<file path="src/rtl/core/pps_pkg.sv">
// Shared types and constants for the preemptive priority scheduler core.
// No dependencies; imported by every module under rtl/core.
package pps_pkg;

    localparam int TIME_W  = 17;
    localparam int ARR_W   = 16;
    localparam int BURST_W = 12;
    localparam int PRIO_W  = 8;
    localparam int ID_W    = 4;

    localparam logic [TIME_W-1:0] TIME_MAX = {TIME_W{1'b1}};

    localparam logic OP_LOAD = 1'b0;
    localparam logic OP_TICK = 1'b1;

    // input word
    typedef struct packed {
        logic               op;
        logic [ARR_W-1:0]   arrival;
        logic [BURST_W-1:0] burst;
        logic [PRIO_W-1:0]  prio;
    } req_word_t;

    // result word
    typedef struct packed {
        logic              idle;
        logic [ID_W-1:0]   task_id;
        logic              finished;
        logic [TIME_W-1:0] start_time;
        logic [TIME_W-1:0] completion_time;
        logic [TIME_W-1:0] turnaround;
        logic [TIME_W-1:0] waiting;
        logic              all_done;
        logic [TIME_W-1:0] idle_total;
    } res_word_t;

    // one task table entry
    typedef struct packed {
        logic [ARR_W-1:0]   arrival;
        logic [BURST_W-1:0] burst;
        logic [PRIO_W-1:0]  prio;
        logic [BURST_W-1:0] left;
        logic [TIME_W-1:0]  start;
        logic               done;
    } entry_t;

    typedef enum logic [2:0] {
        S_IDLE,
        S_LOAD,
        S_SCAN,
        S_RUN,
        S_OUT
    } ctrl_state_t;

    typedef struct packed {
        logic capture;
        logic load;
        logic scan_rd;
        logic run;
        logic emit;
    } ctrl_cmd_t;

    typedef struct packed {
        logic scan_more;
    } ctrl_sts_t;

    function automatic logic [TIME_W-1:0] sat_inc(input logic [TIME_W-1:0] v);
        return (v == TIME_MAX) ? v : v + 1'b1;
    endfunction

endpackage

</file>
<file path="src/rtl/core/pps_ctrl.sv">
// Sequencer for the scheduler: load, table scan, run update, result emit.
// Depends on pps_pkg.
module pps_ctrl
    import pps_pkg::*;
(
    input  logic      clk,
    input  logic      rst_n,
    input  logic      start,
    input  logic      op,
    input  ctrl_sts_t sts,
    output ctrl_cmd_t cmd,
    output logic      busy
);

    ctrl_state_t state_reg;
    ctrl_state_t state_next;

    always_ff @(posedge clk or negedge rst_n)
    begin
        if (!rst_n)
        begin
            state_reg <= S_IDLE;
        end
        else
        begin
            state_reg <= state_next;
        end
    end

    always_comb
    begin
        state_next = state_reg;
        cmd        = '0;
        busy       = 1'b1;
        case (state_reg)
            S_IDLE:
            begin
                busy = 1'b0;
                if (start)
                begin
                    cmd.capture = 1'b1;
                    state_next  = (op == OP_TICK) ? S_SCAN : S_LOAD;
                end
            end
            S_LOAD:
            begin
                cmd.load   = 1'b1;
                state_next = S_IDLE;
            end
            S_SCAN:
            begin
                // last read's compare lands in the cycle scan_more drops
                if (sts.scan_more)
                begin
                    cmd.scan_rd = 1'b1;
                end
                else
                begin
                    state_next = S_RUN;
                end
            end
            S_RUN:
            begin
                cmd.run    = 1'b1;
                state_next = S_OUT;
            end
            S_OUT:
            begin
                cmd.emit   = 1'b1;
                state_next = S_IDLE;
            end
            default:
            begin
                state_next = S_IDLE;
            end
        endcase
    end

endmodule

</file>
<file path="src/rtl/core/pps_datapath.sv">
// Task table memory, scan compare, run update and result register.
// Depends on pps_pkg; driven by pps_ctrl commands.
module pps_datapath
    import pps_pkg::*;
#(
    parameter int MAX_TASKS = 16
)
(
    input  logic      clk,
    input  logic      rst_n,
    input  ctrl_cmd_t cmd,
    output ctrl_sts_t sts,
    input  req_word_t request,
    output res_word_t result,
    output logic      result_valid
);

    localparam int IDX_W = $clog2(MAX_TASKS);
    localparam int CNT_W = $clog2(MAX_TASKS + 1);

    entry_t mem [MAX_TASKS];

    // control state
    logic [CNT_W-1:0]  loaded_reg,   loaded_next;
    logic [CNT_W-1:0]  done_cnt_reg, done_cnt_next;
    logic [TIME_W-1:0] now_reg,      now_next;
    logic [TIME_W-1:0] idle_sum_reg, idle_sum_next;
    logic [CNT_W-1:0]  scan_idx_reg, scan_idx_next;
    logic              rd_vld_reg,   rd_vld_next;
    logic              best_vld_reg, best_vld_next;
    logic              res_vld_reg,  res_vld_next;

    // payload
    req_word_t         req_reg;
    entry_t            rd_data_reg;
    logic [IDX_W-1:0]  rd_idx_reg;
    entry_t            best_reg,     best_next;
    logic [IDX_W-1:0]  best_idx_reg, best_idx_next;
    logic              fin_reg,      fin_next;
    logic [TIME_W-1:0] start_reg,    start_next;
    logic [TIME_W-1:0] comp_reg,     comp_next;
    logic [TIME_W-1:0] tat_reg,      tat_next;
    res_word_t         res_reg,      res_next;

    logic              room;
    logic              cand;
    logic              better;
    logic [TIME_W-1:0] now_inc;
    entry_t            upd;
    logic [TIME_W:0]   tat_diff;
    logic [TIME_W:0]   wait_diff;
    logic              mem_we;
    logic [IDX_W-1:0]  mem_waddr;
    entry_t            mem_wdata;

    assign room          = (loaded_reg < CNT_W'(MAX_TASKS));
    assign sts.scan_more = (scan_idx_reg < loaded_reg);
    assign now_inc       = sat_inc(now_reg);

    // scan compare on the registered read
    always_comb
    begin
        cand   = rd_vld_reg && !rd_data_reg.done
                 && ({1'b0, rd_data_reg.arrival} <= now_reg);
        better = !best_vld_reg
                 || (rd_data_reg.prio > best_reg.prio)
                 || ((rd_data_reg.prio == best_reg.prio)
                     && (rd_data_reg.arrival < best_reg.arrival));
    end

    // picked task after one time unit
    always_comb
    begin
        upd = best_reg;
        if (best_reg.left == best_reg.burst)
        begin
            upd.start = now_reg;
        end
        if (best_reg.left != '0)
        begin
            upd.left = best_reg.left - 1'b1;
        end
        if (upd.left == '0)
        begin
            upd.done = 1'b1;
        end
        tat_diff  = {1'b0, now_inc} - {2'b0, best_reg.arrival};
        wait_diff = {1'b0, tat_reg} - {{(TIME_W - BURST_W + 1){1'b0}}, best_reg.burst};
    end

    always_comb
    begin
        mem_we    = 1'b0;
        mem_waddr = loaded_reg[IDX_W-1:0];
        mem_wdata = '0;
        if (cmd.run)
        begin
            mem_we    = best_vld_reg;
            mem_waddr = best_idx_reg;
            mem_wdata = upd;
        end
        else if (cmd.load)
        begin
            mem_we            = room;
            mem_wdata.arrival = req_reg.arrival;
            mem_wdata.burst   = req_reg.burst;
            mem_wdata.prio    = req_reg.prio;
            mem_wdata.left    = req_reg.burst;
        end
    end

    always_comb
    begin
        loaded_next   = loaded_reg;
        done_cnt_next = done_cnt_reg;
        now_next      = now_reg;
        idle_sum_next = idle_sum_reg;
        scan_idx_next = scan_idx_reg;
        rd_vld_next   = cmd.scan_rd;
        best_vld_next = best_vld_reg;
        res_vld_next  = cmd.emit;
        best_next     = best_reg;
        best_idx_next = best_idx_reg;
        fin_next      = fin_reg;
        start_next    = start_reg;
        comp_next     = comp_reg;
        tat_next      = tat_reg;
        res_next      = res_reg;

        if (cmd.capture)
        begin
            scan_idx_next = '0;
            best_vld_next = 1'b0;
        end
        if (cmd.load && room)
        begin
            loaded_next = loaded_reg + 1'b1;
        end
        if (cmd.scan_rd)
        begin
            scan_idx_next = scan_idx_reg + 1'b1;
        end
        if (cand && better)
        begin
            best_vld_next = 1'b1;
            best_next     = rd_data_reg;
            best_idx_next = rd_idx_reg;
        end
        if (cmd.run)
        begin
            now_next   = now_inc;
            fin_next   = 1'b0;
            start_next = upd.start;
            comp_next  = now_inc;
            tat_next   = tat_diff[TIME_W] ? '0 : tat_diff[TIME_W-1:0];
            if (best_vld_reg)
            begin
                fin_next = upd.done;
                if (upd.done)
                begin
                    done_cnt_next = done_cnt_reg + 1'b1;
                end
            end
            else
            begin
                idle_sum_next = sat_inc(idle_sum_reg);
            end
        end
        if (cmd.emit)
        begin
            res_next          = '0;
            res_next.idle     = !best_vld_reg;
            res_next.task_id  = best_vld_reg ? ID_W'(best_idx_reg) : '0;
            res_next.finished = fin_reg;
            if (fin_reg)
            begin
                res_next.start_time      = start_reg;
                res_next.completion_time = comp_reg;
                res_next.turnaround      = tat_reg;
                res_next.waiting         = wait_diff[TIME_W] ? '0 : wait_diff[TIME_W-1:0];
            end
            res_next.all_done   = (done_cnt_reg == loaded_reg);
            res_next.idle_total = idle_sum_reg;
        end
    end

    always_ff @(posedge clk or negedge rst_n)
    begin
        if (!rst_n)
        begin
            loaded_reg   <= '0;
            done_cnt_reg <= '0;
            now_reg      <= '0;
            idle_sum_reg <= '0;
            scan_idx_reg <= '0;
            rd_vld_reg   <= 1'b0;
            best_vld_reg <= 1'b0;
            res_vld_reg  <= 1'b0;
        end
        else
        begin
            loaded_reg   <= loaded_next;
            done_cnt_reg <= done_cnt_next;
            now_reg      <= now_next;
            idle_sum_reg <= idle_sum_next;
            scan_idx_reg <= scan_idx_next;
            rd_vld_reg   <= rd_vld_next;
            best_vld_reg <= best_vld_next;
            res_vld_reg  <= res_vld_next;
        end
    end

    always_ff @(posedge clk)
    begin
        if (cmd.capture)
        begin
            req_reg <= request;
        end
        best_reg     <= best_next;
        best_idx_reg <= best_idx_next;
        fin_reg      <= fin_next;
        start_reg    <= start_next;
        comp_reg     <= comp_next;
        tat_reg      <= tat_next;
        res_reg      <= res_next;
    end

    // task table: one write port, one registered read port
    always_ff @(posedge clk)
    begin
        if (mem_we)
        begin
            mem[mem_waddr] <= mem_wdata;
        end
        if (cmd.scan_rd)
        begin
            rd_data_reg <= mem[scan_idx_reg[IDX_W-1:0]];
            rd_idx_reg  <= scan_idx_reg[IDX_W-1:0];
        end
    end

    assign result       = res_reg;
    assign result_valid = res_vld_reg;

endmodule

</file>
<file path="src/rtl/core/preemptive_priority_scheduler_core.sv">
// Preemptive priority scheduler: a word is accepted only while busy is low,
// and busy stays high until that word is through: LOAD for a load word,
// SCAN, RUN and OUT for a tick word. A tick's result strobe comes in the
// first cycle busy is low again. The scan reads one table entry per cycle.
// No backpressure on results. rst_n (async, active low) clears counters and
// state; table entries hold no reset and are written on load.
// Depends on pps_pkg, pps_ctrl, pps_datapath.
module preemptive_priority_scheduler_core
    import pps_pkg::*;
#(
    parameter int MAX_TASKS = 16
)
(
    input  logic      clk,
    input  logic      rst_n,
    input  logic      start,
    output logic      busy,
    input  req_word_t request,
    output res_word_t result,
    output logic      result_valid
);

    // controller <-> datapath handshake
    ctrl_cmd_t cmd;
    ctrl_sts_t sts;

    // The controller walks IDLE -> LOAD for a load word, and
    // IDLE -> SCAN -> RUN -> OUT for a tick word. SCAN reads one entry per
    // cycle; the winner (highest prio, then earliest arrival, then lowest
    // index) is kept in a register. RUN writes the picked entry back and
    // advances time; OUT forms the result word, strobed one cycle.
    pps_ctrl u_ctrl (
        .clk   (clk),
        .rst_n (rst_n),
        .start (start),
        .op    (request.op),
        .sts   (sts),
        .cmd   (cmd),
        .busy  (busy)
    );

    pps_datapath #(
        .MAX_TASKS (MAX_TASKS)
    ) u_dp (
        .clk          (clk),
        .rst_n        (rst_n),
        .cmd          (cmd),
        .sts          (sts),
        .request      (request),
        .result       (result),
        .result_valid (result_valid)
    );

endmodule

</file>
<file path="config.mk">
export PLATFORM = sky130hd
export DESIGN_NAME = preemptive_priority_scheduler_core
export DESIGN_NICKNAME = d
export VERILOG_FILES = /design/src/rtl/core/pps_pkg.sv /design/src/rtl/core/pps_ctrl.sv /design/src/rtl/core/pps_datapath.sv /design/src/rtl/core/preemptive_priority_scheduler_core.sv
export SDC_FILE = /design/constraint.sdc
export NUM_CORES = 2
export LEC_CHECK = 0
export BUFFER_PORTS_ARGS = -buffer_cell sky130_fd_sc_hd__buf_4
export CAP_MARGIN = 5
export CORE_ASPECT_RATIO = 0.5
export CORE_MARGIN = 2
export CORE_UTILIZATION = 28
export CTS_BUF_LIST = sky130_fd_sc_hd__clkbuf_4 sky130_fd_sc_hd__clkbuf_8
export DETAILED_ROUTE_END_ITERATION = 10
export SLEW_MARGIN = 20
export SYNTH_ARGS = -nofsm -noshare
export SYNTH_HDL_FRONTEND = slang
export SYNTH_SLANG_ARGS = --single-unit
</file>
<file path="constraint.sdc">
create_clock -name clk -period 10.9 [get_ports clk]
set_clock_uncertainty 0.15 [all_clocks]
set_input_delay 1.09 -clock clk [delete_from_list [all_inputs] [get_ports clk]]
set_output_delay 1.09 -clock clk [all_outputs]
set_load 0.02 [all_outputs]
</file>
==> summary.txt <==
Outcome
  – Outcome: finished, final reports clean

Synthesis
  – Ys flop type: edfxtp_1
  – Sequential area share after synthesis: 0.749
  – Synth unique cells: 66
  – Simple logic cell fraction of the synthesized area: 0.0414
  – Post-synthesis adder-cell area fraction: 0.0178
  – Number of synthesized register bits: 1431
  – Synth Area in Compound Gates: 0.0591
  – Post-synthesis async set-or-reset flop share: 0.0384
  – Yosys warns: 0
  – Post-Synth XOR/XNOR Area: 0.0140
  – Largest family of logic cells by synthesized area: multiplexers
  – Mean Syn Cell Area: 17.5 um2
  – Synthesized instance count: 3262
  – Area contributors post-synth: edfxtp_1 73%, mux4_2 5.2%, mux2i_1 3.6%
  – Syn Nets: 3382
  – Multiplexer share of the synthesized area: 0.102
  – Cell taking the most area after synthesis: edfxtp_1
  – Area fraction of the dominant cell type after synthesis: 0.725
  – Area of the mapped netlist: 0.0570 mm2
  – Post-synth EDFFs: 1376

Pwr
  – Gate power share: 0.220
  – Cell Pwr Density: 228 mW/mm2
  – Tot Pwr: 15.0 mW
  – Switching Share: 0.305
  – Clk pwr share: 0.287
  – Int Pwr: 10.5 mW
  – Worst vdd ir: 0.186 mV
  – Leakage: 21.9 nW
  – Sequential cell fraction of total power: 0.493
  – P_sw: 4.58 mW

Clocking
  – Root Buffer Master: clkbuf_8
  – PostCTS Resize Cnt: 0
  – Clk pin slew, worst setup/hold paths: 60 ps
  – Cts hold-fix bufs: 0
  – TritonCTS Buffers: 214
  – CTS tree: done
  – Setup Fix Bufs, Post-CTS: 0
  – H-tree depth: 4
  – Clock Sink Count: 1431
  – Clk_lat worst skew: 950 ps
  – Maximum clock path buffer count: 3

Layout
  – Synth-to-layout area growth: 15.7%
  – Nets: 3674
  – Most frequent cells in the layout: 1376 x edfxtp_1, 224 x buf_4, 220 x clkbuf_8, 209 x o21ai_0, 203 x mux2i_1
  – Post-layout instance area: 0.0659 mm2
  – Fillers: 19516
  – Largest reg by FF count: u_dp.mem
  – Most common cell after layout, fill and taps aside: edfxtp_1
  – Fin util: 0.325
  – Multi-input logic area: 0.0136 mm2
  – Register area: 0.0427 mm2
  – Fin cells: 6471
  – Max reg flops: 1056
  – Layout cells sized above 1: 0.219

Critical path
  – Worst-path maximum fanout: 67
  – Crit start category: flip-flop
  – R2R depth: 9
  – Worst setup path class: flip-flop to flip-flop
  – Setup crit end kind: flip-flop
  – Critical path data arrival time: 5680 ps
  – WP data required: 11290 ps
  – R2R Setup Slk: 5610 ps

Die
  – Starting Density: 0.281
  – Boundary Pins: 134
  – Num rows: 117
  – Die area: 0.207 mm2
  – Die height: 323 um
  – Die W: 642 um
  – Core Footprint: 0.203 mm2

STA
  – RSZ-0062 raised after global routing: no
  – Max Slew Vio Count: 0
  – Hold WS: 100 ps
  – Setup tns final: 0 ps
  – Final Setup Violations: 0
  – Final Critical Period: 5290 ps
  – Worst slew pin tran: 1210 ps
  – Final WS setup: 5610 ps
  – Rel. slew slack: 0.196
  – Final Hold Fails: 0
  – Final period util: 0.485
  – Achievable Freq: 189 MHz

Place
  – Area of placed instances: 0.0617 mm2
  – Hpwl dp: 89.4 mm
  – Port Buffer Count: 133
  – Post-Place Setup Slack: 5490 ps
  – Placed cell count: 6075
  – GP Congestion: 0.813

Min path
  – HP Class: input pin to async pin

Global route
  – Pin count of the biggest net entering global routing: 115
  – All-Layer GR Usage: 0.145
  – Vias in the first global route: 31857
  – First-pass GRT wire length: 221 mm
  – Initial antenna violation count: 6
  – Grt ovf: 0

Routing
  – WL/cell: 23.7 um
  – DRT Wirelength: 154 mm
  – Drt drc: 0
  – Antenna Nets Post-Route: 0
  – Via density: 4.83
  – DR iter-0 viols: 3254
  – DRT Pass-1 Iters: 9
  – Via count: 31261

Flow run
  – Max-cap violations: 0
==> metal layers <==
layer | vias up | track usage | wire length (um) | part of all wire
met2 | 1139 | 0.236 | 72400 | 0.47
met1 | 16364 | 0.195 | 66800 | 0.43
met4 | 0 | 0.0489 | 4200 | 0.027
li1 | 13502 | - | - | -
met5 | - | 0 | 0 | 0
met3 | 256 | 0.0289 | 10300 | 0.067
==> cells by family after synthesis <==
logic type,count (synthesis)
fa+ha+maj,80
buf+inv,233
compound gates,544
flops,1431
simple gates,474
xor+xnor,91
mux,409
==> synth_stat cells (7+ instances only) <==
| cell type | count |
|---|---|
| a21o_1 | 18 |
| a21oi_1 | 106 |
| a221oi_1 | 67 |
| a22oi_1 | 67 |
| a31oi_1 | 15 |
| and2_1 | 75 |
| buf_1 | 34 |
| buf_2 | 8 |
| clkbuf_1 | 104 |
| dfrtp_1 | 55 |
| edfxtp_1 | 1376 |
| ha_1 | 78 |
| inv_1 | 82 |
| mux2_2 | 74 |
| mux2i_1 | 203 |
| mux4_2 | 132 |
| nand2_1 | 167 |
| nand2b_1 | 16 |
| nand3_1 | 28 |
| nand4_1 | 17 |
| nor2_1 | 75 |
| nor2b_1 | 16 |
| nor3_1 | 26 |
| nor3b_1 | 7 |
| nor4_1 | 14 |
| o21ai_0 | 225 |
| or3_1 | 8 |
| xnor2_1 | 62 |
| xor2_1 | 29 |
==> critical path, cell delays in order, from the launching register on <==
cell and delay [ps]:
dfrtp_1 440, nand3b_1 400, clkinv_2 480, buf_4 740, o21ai_0 480, o2bb2ai_1 320, nand2_1 290, nor2_4 350
buf_4 460, buf_4 690
==> power groups by stage <==
stage | Sequential, mW | Clock [mW] | Combinational, mW
6_report | 7.41 | 4.32 | 3.31
5_1_grt | 7.44 | 4.65 | 3.58
4_1_cts | 7.41 | 4.41 | 3.33
3_5_place_dp | 7.52 | 0 | 3.32
3_3_place_gp | 7.51 | 0 | 3.25
2_1_floorplan | 7.41 | 0 | 2.13
==> path summary, 6_finish.rpt <==
check                               startpoint              endpoint
max                        u_ctrl.state_reg[2]      u_dp.mem[12][63]
min                                      rst_n  u_dp.done_cnt_reg[3]
max reg2reg                u_ctrl.state_reg[2]      u_dp.mem[12][63]
min reg2reg                 u_dp.rd_idx_reg[1]  u_dp.best_idx_reg[1]
max in group asynchronous                rst_n     u_dp.result_valid
min in group clk                   request[29]      u_dp.req_reg[29]
==> cell type report <==
cell class                 count  share of cell area
antenna                        4            0.000152
clock buffer                 283              0.0531
clock inverter               109              0.0103
inverter                      83             0.00474
multi-input combinational   1598               0.206
sequential                  1431               0.648
tap                         2737              0.0519
timing repair buffer         226              0.0261
Power figures use the tool's default switching activity.
